[src/rtl/hidkb_pkg.sv]
// ----------------------------------------------------------------------------
// hidkb_pkg
// shared types, constants and the ascii lookup table of the keyboard report
// builder
// ----------------------------------------------------------------------------
package hidkb_pkg;

   localparam int KEY_SLOTS = 6;  // key slots kept in the report, 1 to 14
   localparam int OUT_SLOTS = 6;  // key slots carried on the result channel

   localparam logic [7:0] HID_OVF    = 8'h01;
   localparam logic [7:0] USAGE_NONE = 8'h00;

   typedef enum logic [1:0] {
      MODE_PRESS   = 2'd0,
      MODE_RELEASE = 2'd1,
      MODE_RESET   = 2'd2,
      MODE_ASCII   = 2'd3
   } mode_type;

   typedef struct packed {
      mode_type   mode;
      logic [7:0] usage;
      logic [7:0] modifier_bits;
      logic [7:0] ascii_char;
   } req_item_type;

   typedef struct packed {
      logic [7:0]                    modifiers;
      logic [OUT_SLOTS-1:0][7:0]     slots;
      logic                          last;
   } report_type;

   // modifier in the high byte, usage in the low byte (us layout)
   localparam logic [15:0] CHAR_MAP [128] = '{
      16'h011F, 16'h0104, 16'h0105, 16'h0106, 16'h0107, 16'h0108, 16'h0109, 16'h010A,
      16'h002A, 16'h002B, 16'h0028, 16'h010E, 16'h010F, 16'h0110, 16'h0111, 16'h0112,
      16'h0113, 16'h0114, 16'h0115, 16'h0116, 16'h0117, 16'h0118, 16'h0119, 16'h011A,
      16'h011B, 16'h011C, 16'h011D, 16'h0029, 16'h0131, 16'h0130, 16'h0123, 16'h012D,
      16'h002C, 16'h021E, 16'h0234, 16'h0220, 16'h0221, 16'h0222, 16'h0224, 16'h0034,
      16'h0226, 16'h0227, 16'h0225, 16'h022E, 16'h0036, 16'h002D, 16'h0037, 16'h0038,
      16'h0027, 16'h001E, 16'h001F, 16'h0020, 16'h0021, 16'h0022, 16'h0023, 16'h0024,
      16'h0025, 16'h0026, 16'h0233, 16'h0033, 16'h0236, 16'h002E, 16'h0237, 16'h0238,
      16'h021F, 16'h0204, 16'h0205, 16'h0206, 16'h0207, 16'h0208, 16'h0209, 16'h020A,
      16'h020B, 16'h020C, 16'h020D, 16'h020E, 16'h020F, 16'h0210, 16'h0211, 16'h0212,
      16'h0213, 16'h0214, 16'h0215, 16'h0216, 16'h0217, 16'h0218, 16'h0219, 16'h021A,
      16'h021B, 16'h021C, 16'h021D, 16'h002F, 16'h0031, 16'h0030, 16'h0223, 16'h022D,
      16'h0035, 16'h0004, 16'h0005, 16'h0006, 16'h0007, 16'h0008, 16'h0009, 16'h000A,
      16'h000B, 16'h000C, 16'h000D, 16'h000E, 16'h000F, 16'h0010, 16'h0011, 16'h0012,
      16'h0013, 16'h0014, 16'h0015, 16'h0016, 16'h0017, 16'h0018, 16'h0019, 16'h001A,
      16'h001B, 16'h001C, 16'h001D, 16'h022F, 16'h0231, 16'h0230, 16'h0235, 16'h002A
   };

   // characters above 127 map to no modifier and no key
   function automatic logic [15:0] ascii_code(input logic [7:0] ch);
      logic [15:0] code;
      if (ch[7]) begin
         code = 16'h0000;
      end else begin
         code = CHAR_MAP[ch[6:0]];
      end
      return code;
   endfunction

endpackage

[src/rtl/hid_keyboard_report_builder.sv]
// ----------------------------------------------------------------------------
// hid_keyboard_report_builder
// usb boot keyboard report builder with six-key rollover and ascii typing
// ----------------------------------------------------------------------------
//
//  channel | direction | handshake          | payload
//  --------+-----------+--------------------+-----------------------------------
//  req_    | in        | req_valid/stall    | mode, usage, modifier_bits, char
//  rsp_    | out       | rsp_valid/stall    | modifiers, six key slots, last
//
//  an item is held in the input register, then its report is built in
//  one pass from the held report and written to the result register
//  key items give one transfer per item, so one item a cycle when rsp_stall is
//  low; an ascii item gives two transfers and holds the result register until
//  its release report is taken, so the next item waits in the input register
//  reset is synchronous and clears the held report and both valid flags
//  rsp_stall backs up into req_stall through the input register in the same
//  cycle
//
module hid_keyboard_report_builder
   import hidkb_pkg::*;
(
   input  logic       clock,
   input  logic       reset,

   input  logic       req_valid,
   output logic       req_stall,
   input  logic [1:0] req_mode,
   input  logic [7:0] req_usage,
   input  logic [7:0] req_modifier_bits,
   input  logic [7:0] req_ascii_char,

   output logic       rsp_valid,
   input  logic       rsp_stall,
   output logic [7:0] rsp_modifiers,
   output logic [7:0] rsp_key_slot_one,
   output logic [7:0] rsp_key_slot_two,
   output logic [7:0] rsp_key_slot_three,
   output logic [7:0] rsp_key_slot_four,
   output logic [7:0] rsp_key_slot_five,
   output logic [7:0] rsp_key_slot_six,
   output logic       rsp_last_of_run
);

   // input register
   logic         in_valid_ff;
   logic         in_valid_in;
   req_item_type in_ff;
   req_item_type in_in;

   logic         accept;      // input transfer
   logic         advance;     // item moves into the result register
   logic         free;        // result register can take a new report
   report_type   rep;
   report_type   rsp_rep;

   // the input register moves on whenever the result side has room
   assign advance   = in_valid_ff && free;
   assign req_stall = in_valid_ff && !free;
   assign accept    = req_valid && !req_stall;

   always_comb begin
      in_in       = in_ff;
      in_valid_in = in_valid_ff;
      if (accept) begin
         in_in.mode          = mode_type'(req_mode);
         in_in.usage         = req_usage;
         in_in.modifier_bits = req_modifier_bits;
         in_in.ascii_char    = req_ascii_char;
         in_valid_in         = 1'b1;
      end else if (advance) begin
         in_valid_in = 1'b0;
      end
   end

   always_ff @(posedge clock) begin
      if (reset) begin
         in_valid_ff <= 1'b0;
      end else begin
         in_valid_ff <= in_valid_in;
      end
   end

   always_ff @(posedge clock) begin
      in_ff <= in_in;
   end

   // held report, state update and report build
   hidkb_key_table u_key_table (
      .clock (clock),
      .reset (reset),
      .load  (advance),
      .item  (in_ff),
      .rep   (rep)
   );

   // result register, also plays out the ascii release report
   hidkb_rsp_stage u_rsp_stage (
      .clock     (clock),
      .reset     (reset),
      .load      (advance),
      .rep       (rep),
      .rsp_stall (rsp_stall),
      .rsp_valid (rsp_valid),
      .rsp_rep   (rsp_rep),
      .free      (free)
   );

   assign rsp_modifiers      = rsp_rep.modifiers;
   assign rsp_key_slot_one   = rsp_rep.slots[0];
   assign rsp_key_slot_two   = rsp_rep.slots[1];
   assign rsp_key_slot_three = rsp_rep.slots[2];
   assign rsp_key_slot_four  = rsp_rep.slots[3];
   assign rsp_key_slot_five  = rsp_rep.slots[4];
   assign rsp_key_slot_six   = rsp_rep.slots[5];
   assign rsp_last_of_run    = rsp_rep.last;

   // a taken press report of an ascii item is followed by the zero release
   a_release_follows: assert property (@(posedge clock) disable iff (reset)
      rsp_valid && !rsp_stall && !rsp_last_of_run |=>
         rsp_valid && rsp_last_of_run && rsp_modifiers == 8'h00 &&
         rsp_key_slot_one == USAGE_NONE)
      else $error("ascii release report missing after press report");

   // an item that moves on shows up as a result in the next cycle
   a_advance_shows: assert property (@(posedge clock) disable iff (reset)
      advance |=> rsp_valid)
      else $error("result register empty after an item moved in");

   // an item held in the input register is not dropped
   a_item_kept: assert property (@(posedge clock) disable iff (reset)
      in_valid_ff && !advance |=> in_valid_ff && $stable(in_ff))
      else $error("input register lost or changed a waiting item");

endmodule

[src/rtl/hidkb_key_table.sv]
// ----------------------------------------------------------------------------
// hidkb_key_table
// held modifier byte and packed key slots, with the update and report logic
// for one item
// ----------------------------------------------------------------------------
module hidkb_key_table
   import hidkb_pkg::*;
(
   input  logic         clock,
   input  logic         reset,
   input  logic         load,
   input  req_item_type item,
   output report_type   rep
);

   logic [7:0]                   held_mods_ff;
   logic [7:0]                   held_mods_in;
   logic [KEY_SLOTS-1:0][7:0]    held_keys_ff;
   logic [KEY_SLOTS-1:0][7:0]    held_keys_in;

   logic [KEY_SLOTS:0][7:0]      keys_ext;
   logic [KEY_SLOTS-1:0][7:0]    press_keys;
   logic [KEY_SLOTS-1:0][7:0]    rel_keys;
   logic [KEY_SLOTS-1:0][7:0]    keys_nx;
   logic [7:0]                   mods_nx;
   logic                         has_usage;
   logic                         taken;
   logic                         seen;
   logic                         overflow;
   logic [15:0]                  code;

   assign keys_ext  = {USAGE_NONE, held_keys_ff};
   assign has_usage = (item.usage != USAGE_NONE);
   assign code      = ascii_code(item.ascii_char);

   // press: first slot that is empty or already holds the usage
   always_comb begin
      taken = 1'b0;
      for (int i = 0; i < KEY_SLOTS; i++) begin
         press_keys[i] = held_keys_ff[i];
         if (!taken && (held_keys_ff[i] == USAGE_NONE || held_keys_ff[i] == item.usage)) begin
            press_keys[i] = item.usage;
            taken         = 1'b1;
         end
      end
   end

   // release: from the matching slot on, pull the later slots down
   always_comb begin
      seen = 1'b0;
      for (int i = 0; i < KEY_SLOTS; i++) begin
         seen        = seen | (held_keys_ff[i] == item.usage);
         rel_keys[i] = seen ? keys_ext[i+1] : keys_ext[i];
      end
   end

   always_comb begin
      mods_nx  = held_mods_ff;
      keys_nx  = held_keys_ff;
      overflow = 1'b0;
      case (item.mode)
         MODE_PRESS: begin
            mods_nx = held_mods_ff | item.modifier_bits;
            if (has_usage) begin
               if (taken) begin
                  keys_nx = press_keys;
               end else begin
                  overflow = 1'b1;
               end
            end
         end
         MODE_RELEASE: begin
            mods_nx = held_mods_ff & ~item.modifier_bits;
            if (has_usage) begin
               keys_nx = rel_keys;
            end
         end
         MODE_RESET: begin
            mods_nx = '0;
            keys_nx = '0;
         end
         default: begin
         end
      endcase
   end

   assign held_mods_in = load ? mods_nx : held_mods_ff;
   assign held_keys_in = load ? keys_nx : held_keys_ff;

   always_ff @(posedge clock) begin
      if (reset) begin
         held_mods_ff <= '0;
         held_keys_ff <= '0;
      end else begin
         held_mods_ff <= held_mods_in;
         held_keys_ff <= held_keys_in;
      end
   end

   // report for the item; an ascii item gives its press report here
   genvar j;
   generate
      for (j = 0; j < OUT_SLOTS; j++) begin : g_slot
         logic [7:0] held_slot;
         logic [7:0] ascii_slot;
         if (j < KEY_SLOTS) begin : g_kept
            assign held_slot = keys_nx[j];
         end else begin : g_absent
            assign held_slot = USAGE_NONE;
         end
         assign ascii_slot   = (j == 0) ? code[7:0] : USAGE_NONE;
         assign rep.slots[j] = (item.mode == MODE_ASCII) ? ascii_slot :
                               overflow                  ? HID_OVF    : held_slot;
      end
   endgenerate

   assign rep.modifiers = (item.mode == MODE_ASCII) ? code[15:8] : mods_nx;
   assign rep.last      = (item.mode != MODE_ASCII);

endmodule

[src/rtl/hidkb_rsp_stage.sv]
// ----------------------------------------------------------------------------
// hidkb_rsp_stage
// result register; after a press report that is not last it turns into the
// all-zero release report
// ----------------------------------------------------------------------------
module hidkb_rsp_stage
   import hidkb_pkg::*;
(
   input  logic       clock,
   input  logic       reset,
   input  logic       load,
   input  report_type rep,
   input  logic       rsp_stall,
   output logic       rsp_valid,
   output report_type rsp_rep,
   output logic       free
);

   logic       out_valid_ff;
   logic       out_valid_in;
   report_type out_ff;
   report_type out_in;
   logic       take;

   assign take = out_valid_ff && !rsp_stall;
   assign free = !out_valid_ff || (take && out_ff.last);

   always_comb begin
      out_valid_in = out_valid_ff;
      out_in       = out_ff;
      if (load) begin
         out_valid_in = 1'b1;
         out_in       = rep;
      end else if (take) begin
         if (out_ff.last) begin
            out_valid_in = 1'b0;
         end else begin
            out_in      = '0;
            out_in.last = 1'b1;
         end
      end
   end

   always_ff @(posedge clock) begin
      if (reset) begin
         out_valid_ff <= 1'b0;
      end else begin
         out_valid_ff <= out_valid_in;
      end
   end

   always_ff @(posedge clock) begin
      out_ff <= out_in;
   end

   assign rsp_valid = out_valid_ff;
   assign rsp_rep   = out_ff;

endmodule

[config.mk]
export PLATFORM = sky130hd
export DESIGN_NAME = hid_keyboard_report_builder
export DESIGN_NICKNAME = d
export VERILOG_FILES = /design/src/rtl/hidkb_pkg.sv /design/src/rtl/hid_keyboard_report_builder.sv /design/src/rtl/hidkb_key_table.sv /design/src/rtl/hidkb_rsp_stage.sv
export SDC_FILE = /design/constraint.sdc
export NUM_CORES = 1
export LEC_CHECK = 0
export BUFFER_PORTS_ARGS = -buffer_cell sky130_fd_sc_hd__buf_2
export CORE_MARGIN = 3
export CORE_UTILIZATION = 58
export DETAILED_ROUTE_END_ITERATION = 7
export GPL_ROUTABILITY_DRIVEN = 0
export GPL_TIMING_DRIVEN = 0
export PLACE_DENSITY = 0.9
export SYNTH_ARGS = -nofsm -noshare
export SYNTH_HDL_FRONTEND = slang
export SYNTH_SLANG_ARGS = --single-unit
[constraint.sdc]
create_clock -name clock -period 5.25 [get_ports clock]
set_clock_uncertainty 0.1 [all_clocks]
set_input_delay 1.05 -clock clock [delete_from_list [all_inputs] [get_ports clock]]
set_output_delay 1.05 -clock clock [all_outputs]
set_load 0.005 [all_outputs]
==> metrics.cfg <==
[synthesis]
async_reset_ff_share_pct=0
synth_top_area_share_pct=29.79
yosys.area_share.simple_pct=16.50
synth_nets=938
ys.flop_type=edfxtp_1
synth_area_leaders=edfxtp_1 (30%), dfxtp_1 (14%), mux2i_1 (6.7%)
synth_xor_area_share_pct=5.025
yosysSeqAreaShare_pct=43.67
synth_edf_count=83
yosysTopAreaCell=edfxtp_1
synth_seq_cells=141
muxShareOfSynthArea_pct=7.912
avgSynthCellArea_um2=9.295
synthAdderAreaFrac_pct=1.197
synthCells=900
synth_top_family_by_area=compound AO/OA/AOI/OAI gates
yosysUniqueCellTypes=66
ys_warn_count=0
synth.most_common_cell=nor2_1
synth_common_cells=nor2_1 (146), edfxtp_1 (83), a21oi_1 (60)
synth_compound_area_share_pct=20.98
synth_area_um2=8366

[detailed_routing]
wirelength_mm=25.83
drt_iter0_markers=1343
first_pass_iters=8
drc=2
drt-vias-per-instance=6.854
vias=8232
wl_per_cell_um=21.50
drtAntennaViolNets=0

[worst_hold_path]
hold_class=reg2reg
hold_depth=2
hp-start=in_valid_ff
hold_path_end=u_rsp_stage.rsp_valid

[critical_path]
ff2ff_setup_slack_ns=1.58
crit_path_start_kind=input port
critPathKind=in2reg
crit_arrival_ns=3.84
cp_slowest_cell=a21oi_1
reg2reg_to=u_rsp_stage.rsp_rep[16]
path_buf_inv=2
cp_max_fo=10
endpoint_kind=register
rr_startpoint=in_ff[18]
slowest_delay_ns=0.78
worstPathRequired_ns=5.37
reg2reg_depth=9
path_cells=buf_2 > o21ai_0 > nand2_1 > a21oi_1 > nand2_1 > buf_2 > a211oi_1
cp_top_family=compound AO/OA/AOI/OAI gates

[die]
start_util_pct=59.80
core_area_um2=13990
io_pins=89
dieArea_um2=15900
die_x_um=126.1
die_y_um=126.1
rows=43

[grt]
track_usage_pct=31.54
antenna_found_initial=0
grt_max_degree=32
grt_pass1_vias=7548
grt_pass1_wl_mm=39.70
overflow=0

[finish]
diodes=0
layout-drive-gt1-share_pct=17.14
fill_cells=1045
area_growth_pct=16.36
fin_cells=1201
nets=1046

[sta]
totalNegativeSetupSlack_ns=0
max_freq_mhz=268.9
period_minus_slack_ns=3.719
whs_ns=0.4165
slew_headroom_pct=26.74
worst_pin_slew_ns=1.095
fin_ws_ns=1.531
rsz0062_at_grt=false
drv_slew=0
fin_crit_sh_pct=70.84
finalSetupViolations=0
hold_viol_final=0

[clock_tree]
cts-resized-gates=0
cts_setup_buffers=0
clk_latency_ns=0.43
tritoncts=done
path_clk_slew_ns=0.06
hold_buffers=0
numCtsBuffers=17
root_buffer=clkbuf_16
numClockSinks=141
htree_levels=4
clockBufferDepth=2

[power_and_ir_drop]
finalPower_uw=3127
irDropWorstVdd_v=0.0002594
power.density_nw_per_um2=321.2
cellLeakagePower_uw=0.003782

[job]
cap_violations=0

[placement]
place_ws_ns=1.380
numPortBuffers=87
placedCellCount=1169
dpl.hpwl_mm=17.47

[outcome]
outcome=complete, but fails checks
violations=DRC

-- metrics by stage --
step                instance area, um2  utilization [%]
global placement                  9026            64.53
detailed placement                9075            64.87
CTS                               9734            69.59
global route                      9734            69.59
finish                            9734            69.59
floorplan                         8366                -
-- layout by cell type, fill, tap and decap left out, types with 6 or more instances in the layout --
cell type / instances
a211oi_1: 27
a21oi_1: 59
a22o_1: 15
a22oi_1: 9
a31oi_1: 6
and2_1: 8
buf_1: 9
buf_2: 108
clkbuf_1: 52
clkbuf_16: 18
dfxtp_1: 58
edfxtp_1: 83
ha_1: 8
inv_1: 10
mux2_2: 9
mux2i_1: 56
nand2_1: 54
nand2b_1: 8
nand3_1: 11
nand4_1: 9
nor2_1: 146
nor3_1: 8
nor4_1: 20
o21ai_0: 41
o221ai_1: 13
o22a_1: 14
o22ai_1: 14
xnor2_1: 16
xor2_1: 32
-- area by class of cell --
type / instances / area (um2) / share of cell area [%]
buffer: 83 / 352.8 / 3.625
clock buffer: 22 / 475.5 / 4.884
clock inverter: 10 / 183.9 / 1.889
inverter: 11 / 41.29 / 0.4242
multi-input combinational: 665 / 4332 / 44.50
sequential: 141 / 3654 / 37.53
tap: 180 / 225.2 / 2.314
timing repair buffer: 89 / 470.5 / 4.833
-- routing by layer --
metal  up-vias  share of wire (%)  global-route usage (%)
met3       195                 14                   9.584
met1      3746                 36                   39.36
met5         -                  0                       0
met4         0                6.7                   16.97
met2       745                 44                   49.23
li1       3546                  -                       -
-- worst max path at each step --
stage | start | endpoint | slack [ns] | depth (start not counted)
finish | rsp_stall | u_rsp_stage.rsp_rep[16] | 1.53 | 7
global route | rsp_stall | u_rsp_stage.rsp_rep[16] | 1.49 | 7
CTS | rsp_stall | u_rsp_stage.rsp_rep[16] | 1.78 | 7
detailed placement | rsp_stall | u_rsp_stage.rsp_rep[16] | 1.38 | 7
global placement | rsp_stall | u_rsp_stage.rsp_rep[15] | -0.51 | 2
floorplan | rsp_stall | u_rsp_stage.rsp_rep[10] | 0.86 | 1
-- sequential cells by signal, summed over array words and instances (netlist names) --
register                  cells
u_rsp_stage.rsp_rep          57
u_key_table.held_keys_ff     48
in_ff                        26
u_key_table.held_mods_ff      8
in_valid_ff                   1
u_rsp_stage.rsp_valid         1
-- cells by family (layout without fill, tap and decap cells) --
| kind of cell | count (synthesis) | after routing |
|---|---|---|
| XOR/XNOR | 48 | 48 |
| adder cells (fa/ha/maj) | 8 | 8 |
| buffers and inverters | 94 | 215 |
| multiplexers | 65 | 65 |
| flip-flops | 141 | 141 |
| AO/OA/AOI/OAI | 251 | 251 |
| AND/OR/NAND/NOR | 293 | 293 |
-- worst min-delay path: cells and delay by family, from the launching register on --
kind | cells | cell delay (ns)
DFF | 1 | 0.34
buffers and inverters | 1 | 0.08
AOI/OAI and AO/OA | 1 | 0.05
-- report_power, final --
part	switching [uW]	internal, uW	leakage, uW
logic	326	185	0.00220
registers	46.0	1230	0.00127
clock network	458	882	0.000315
total	830	2300	0.00378
(Power assumes the default switching activity.)
